<file path="config.mk">
export PLATFORM = sky130hd
export DESIGN_NAME = pkl_ram
export DESIGN_NICKNAME = d
export VERILOG_FILES = /design/src/design/pkl_ram.sv
export SDC_FILE = /design/constraint.sdc
export NUM_CORES = 2
export LEC_CHECK = 0
export BUFFER_PORTS_ARGS = -buffer_cell sky130_fd_sc_hd__buf_2
export CORE_MARGIN = 3
export CORE_UTILIZATION = 60
export CTS_BUF_LIST = sky130_fd_sc_hd__clkbuf_2 sky130_fd_sc_hd__clkbuf_4 sky130_fd_sc_hd__clkbuf_8
export CTS_CLUSTER_SIZE = 8
export DETAILED_ROUTE_END_ITERATION = 8
export PLACE_DENSITY = 0.76
export SLEW_MARGIN = 20
export SYNTH_ARGS = -nofsm -noshare
export SYNTH_HDL_FRONTEND = slang
export SYNTH_SLANG_ARGS = --single-unit
</file>
<file path="constraint.sdc">
create_clock -name clk_i -period 4.07 [get_ports clk_i]
set_input_delay 0.407 -clock clk_i [delete_from_list [all_inputs] [get_ports clk_i]]
set_output_delay 0.407 -clock clk_i [all_outputs]
set_load 0.01 [all_outputs]
</file>
<file path="src/design/pkl_ram.sv">
// Generic single-write, single-read RAM with registered read data.
// No dependencies.
module pkl_ram #(
  parameter int unsigned WIDTH = 32,
  parameter int unsigned DEPTH = 64
) (
  input  logic                                      clk_i,
  input  logic                                      we_i,
  input  logic [(DEPTH > 1 ? $clog2(DEPTH) : 1)-1:0] waddr_i,
  input  logic [WIDTH-1:0]                          wdata_i,
  input  logic [(DEPTH > 1 ? $clog2(DEPTH) : 1)-1:0] raddr_i,
  output logic [WIDTH-1:0]                          rdata_o
);

  logic [WIDTH-1:0] mem_q [DEPTH];
  logic [WIDTH-1:0] rdata_q;

  always_ff @(posedge clk_i) begin
    if (we_i) begin
      mem_q[waddr_i] <= wdata_i;
    end
    rdata_q <= mem_q[raddr_i];
  end

  assign rdata_o = rdata_q;

endmodule

</file>
==> results.yml <==
worst_setup_path:
  worst-setup-path-type: "input pin to register"
  crit_path_start_kind: "input pin"
  timing.rr.end: "rdata_o[2]"
  ff2ff_path_depth: 4
  cp.arrival_ns: 3.29
  worstPathMaxFanout: 29
  r2r-start: "mem_q[11][2]"
  r2r_slack_ns: 1.80
  required_ns: 4.87
  crit_path_end_kind: "register"
floorplan:
  dieWidth_um: 368
  rows: 132
  die-area_um2: 135000
  coreArea_um2: 130000
  start_util_pct: 60.6
  die_h_um: 368
  io_pins: 78
clock_tree:
  clock_latency_ns: 0.97
  clkTransAtPathRegs_ns: 0.06
  post_cts_buffers: 0
  clockBufferDepth: 4
  cts_max_level: 5
  cts_tree: "built"
  cts_buffers: 330
  root_buffer: "clkbuf_8"
  cts.sinks: 2080
final_layout:
  layoutNonFillerInstCount: 5663
  final_common_cell: "edfxtp_1"
  drive_gt1_share_pct: 34.7
  final_nets: 3788
  syn2layout_area_growth_pct: 12.8
  nFillCells: 7526
  final_cell_mix: "edfxtp_1 (2048), mux4_2 (544), clkbuf_8 (341), buf_4 (161), clkbuf_4 (131)"
job:
  maxCapViolations: 0
synthesis:
  ys_ff_latch: 2080
  synth_cell_types: 34
  synth_top_cell_area_share_pct: 78.3
  netlist_top_cells_area: "edfxtp_1 (78%), mux4_2 (16%), mux2i_1 (1.2%)"
  synth_fp_nets: 3370
  yosysTopAreaCell: "edfxtp_1"
  syn-mean-instance-area_um2: 23.6
  synth_cells: 3324
  syn-cell-area_um2: 78500
  yosys_warnings: 0
  ys_seq_area_share_pct: 79.1
outcome:
  status: "completed"
worst_hold_path:
  whs_path_depth: 1
  hold_path_class: "input pin to register"
  min_from: "wdata_i[5]"
  min_to: "mem_q[55][5]"
timing:
  hold_viol: 0
  period_share_pct: 61.1
  period_needed_ns: 2.49
  rsz0062_at_grt: "no"
  holdWs_ns: 0.0207
  skew_ns: 0.0553
  fmax_mhz: 402
  worstMarginPinSlew_ns: 1.19
  slew_headroom_pct: 20.1
  setup_ws_ns: 1.58
  maxSlewViolCount: 0
  setup_viol: 0
  setup_tns_ns: 0
power:
  p_leak_nw: 27.9
  p_sw_share_pct: 21.1
  p_int_w: 0.0335
  switching_power_w: 0.00899
  comb_power_share_pct: 5.3
  ir_drop_mv: 0.378
  p_per_area_nw_per_um2: 480
  pwr-share-seq_pct: 56.1
  clkPwrFrac_pct: 38.6
global_routing:
  antenna_found_initial: 17
  grtUsageMet2_pct: 46.6
  met1_usage_pct: 41.6
  grt_busiest_layer: "met2"
  gr-usage-all-layers_pct: 29.8
  grt_pass1_vias: 39184
  use_met3_pct: 7.16
  grt_overflow_total: 0
  grt_pass1_wl_um: 283000
  grt_max_degree: 68
placement:
  dp.cells: 5138
  dpl.hpwl_um: 112000
  place_ws_ns: 0.726
  gp_congestion: 0.849
  portBuffers: 77
detailed_routing:
  avgRoutedWirePerCell_um: 34.9
  dr.pass1.iters: 6
  via_count: 38724
  drt_first_iter_violations: 6293
  drc_errors: 0
  wl_um: 197000
  drtAntennaViolNets: 0
  vias_per_cell: 6.84
[registers in the layout, summed over array words and instances (netlist names)]
signal and cells:
mem_q 2048, rdata_o 32
[worst max-delay path by stage]
stage	start	end	slack, ns	cells after the start
2_1_floorplan	waddr_i[3]	mem_q[48][0]	0.50	4
3_3_place_gp	raddr_i[0]	rdata_o[8]	0.41	8
3_5_place_dp	raddr_i[0]	rdata_o[17]	0.73	8
4_1_cts	raddr_i[0]	rdata_o[17]	1.76	8
5_1_grt	raddr_i[0]	rdata_o[20]	1.53	8
6_report	raddr_i[0]	rdata_o[17]	1.58	8
[layout make-up]
type	count	area, um2	share of cell area (%)
Sequential cell	2080	62100	70.2
Multi-Input combinational cell	1062	16000	18.1
Clock buffer	472	5680	6.41
Timing Repair Buffer	268	2290	2.59
Tap cell	1742	2180	2.46
Clock inverter	32	219	0.247
Antenna cell	7	17.5	0.0198
[cells by family (layout without fill, tap and decap cells)]
kind of cell	count (synthesis)	in the layout	synth area share, %
DFF	2080	2080	79.1
AOI/OAI and AO/OA	202	202	1.67
other	0	7	0
buffers and inverters	182	772	1.13
muxes	637	637	16.8
and+or+nand+nor	223	223	1.27
[critical path: stages]
cell and delay, ns:
buf_8 0.35, buf_12 0.29, buf_4 0.35, mux4_2 0.54, nor2b_1 0.19, a21oi_1 0.08
a311oi_1 0.84, nor3_1 0.16
[timing repair]
item | in CTS | in global routing
hold endpoints to repair | 166 | 60
gates resized for setup | 0 | 0
hold buffers | 8 | 6
[power groups by stage]
stage               Clock, W  Combinational [W]  Sequential [W]
floorplan                  0            0.00115          0.0242
global placement           0            0.00217          0.0243
detailed placement         0            0.00224          0.0243
CTS                   0.0166            0.00225          0.0238
global route          0.0175            0.00236          0.0238
finish                0.0164            0.00226          0.0238
[layer usage]
metal	wire [um]	vias up
li1	-	15066
met1	68000	20183
met2	95800	3016
met3	25500	453
met4	8080	6
met5	32	-
[cell usage after synthesis]
| master | instances |
|---|---|
| or3b_2 | 3 |
| nand4_1 | 2 |
| buf_1 | 21 |
| a311oi_1 | 8 |
| edfxtp_1 | 2048 |
| nand4b_1 | 1 |
| a31oi_1 | 1 |
| buf_2 | 57 |
| nor2b_1 | 15 |
| or3_1 | 3 |
| buf_4 | 25 |
| dfxtp_1 | 32 |
| or2_0 | 1 |
| nand3_1 | 5 |
| or2_1 | 1 |
| and3_1 | 4 |
| clkbuf_1 | 74 |
| nor3_1 | 7 |
| nand3b_1 | 5 |
| a41o_1 | 4 |
| or2_2 | 1 |
| nor2_1 | 137 |
| or3b_1 | 2 |
| mux2i_1 | 93 |
| o22ai_1 | 84 |
| a21oi_1 | 62 |
| o221ai_1 | 27 |
| and2_1 | 2 |
| nand2_1 | 26 |
| mux4_2 | 544 |
| buf_6 | 5 |
| nand2b_1 | 8 |
| a22oi_1 | 12 |
| o32ai_1 | 4 |
[per-stage QoR]
stage               cell area [um2]  utilization [%]  power (W)
floorplan                     78500                -     0.0254
global placement              82400             63.6     0.0265
detailed placement            82400             63.6     0.0265
CTS                           88400             68.2     0.0427
global route                  88500             68.3     0.0437
finish                        88500             68.3     0.0425
Power figures use the tool's default switching activity.
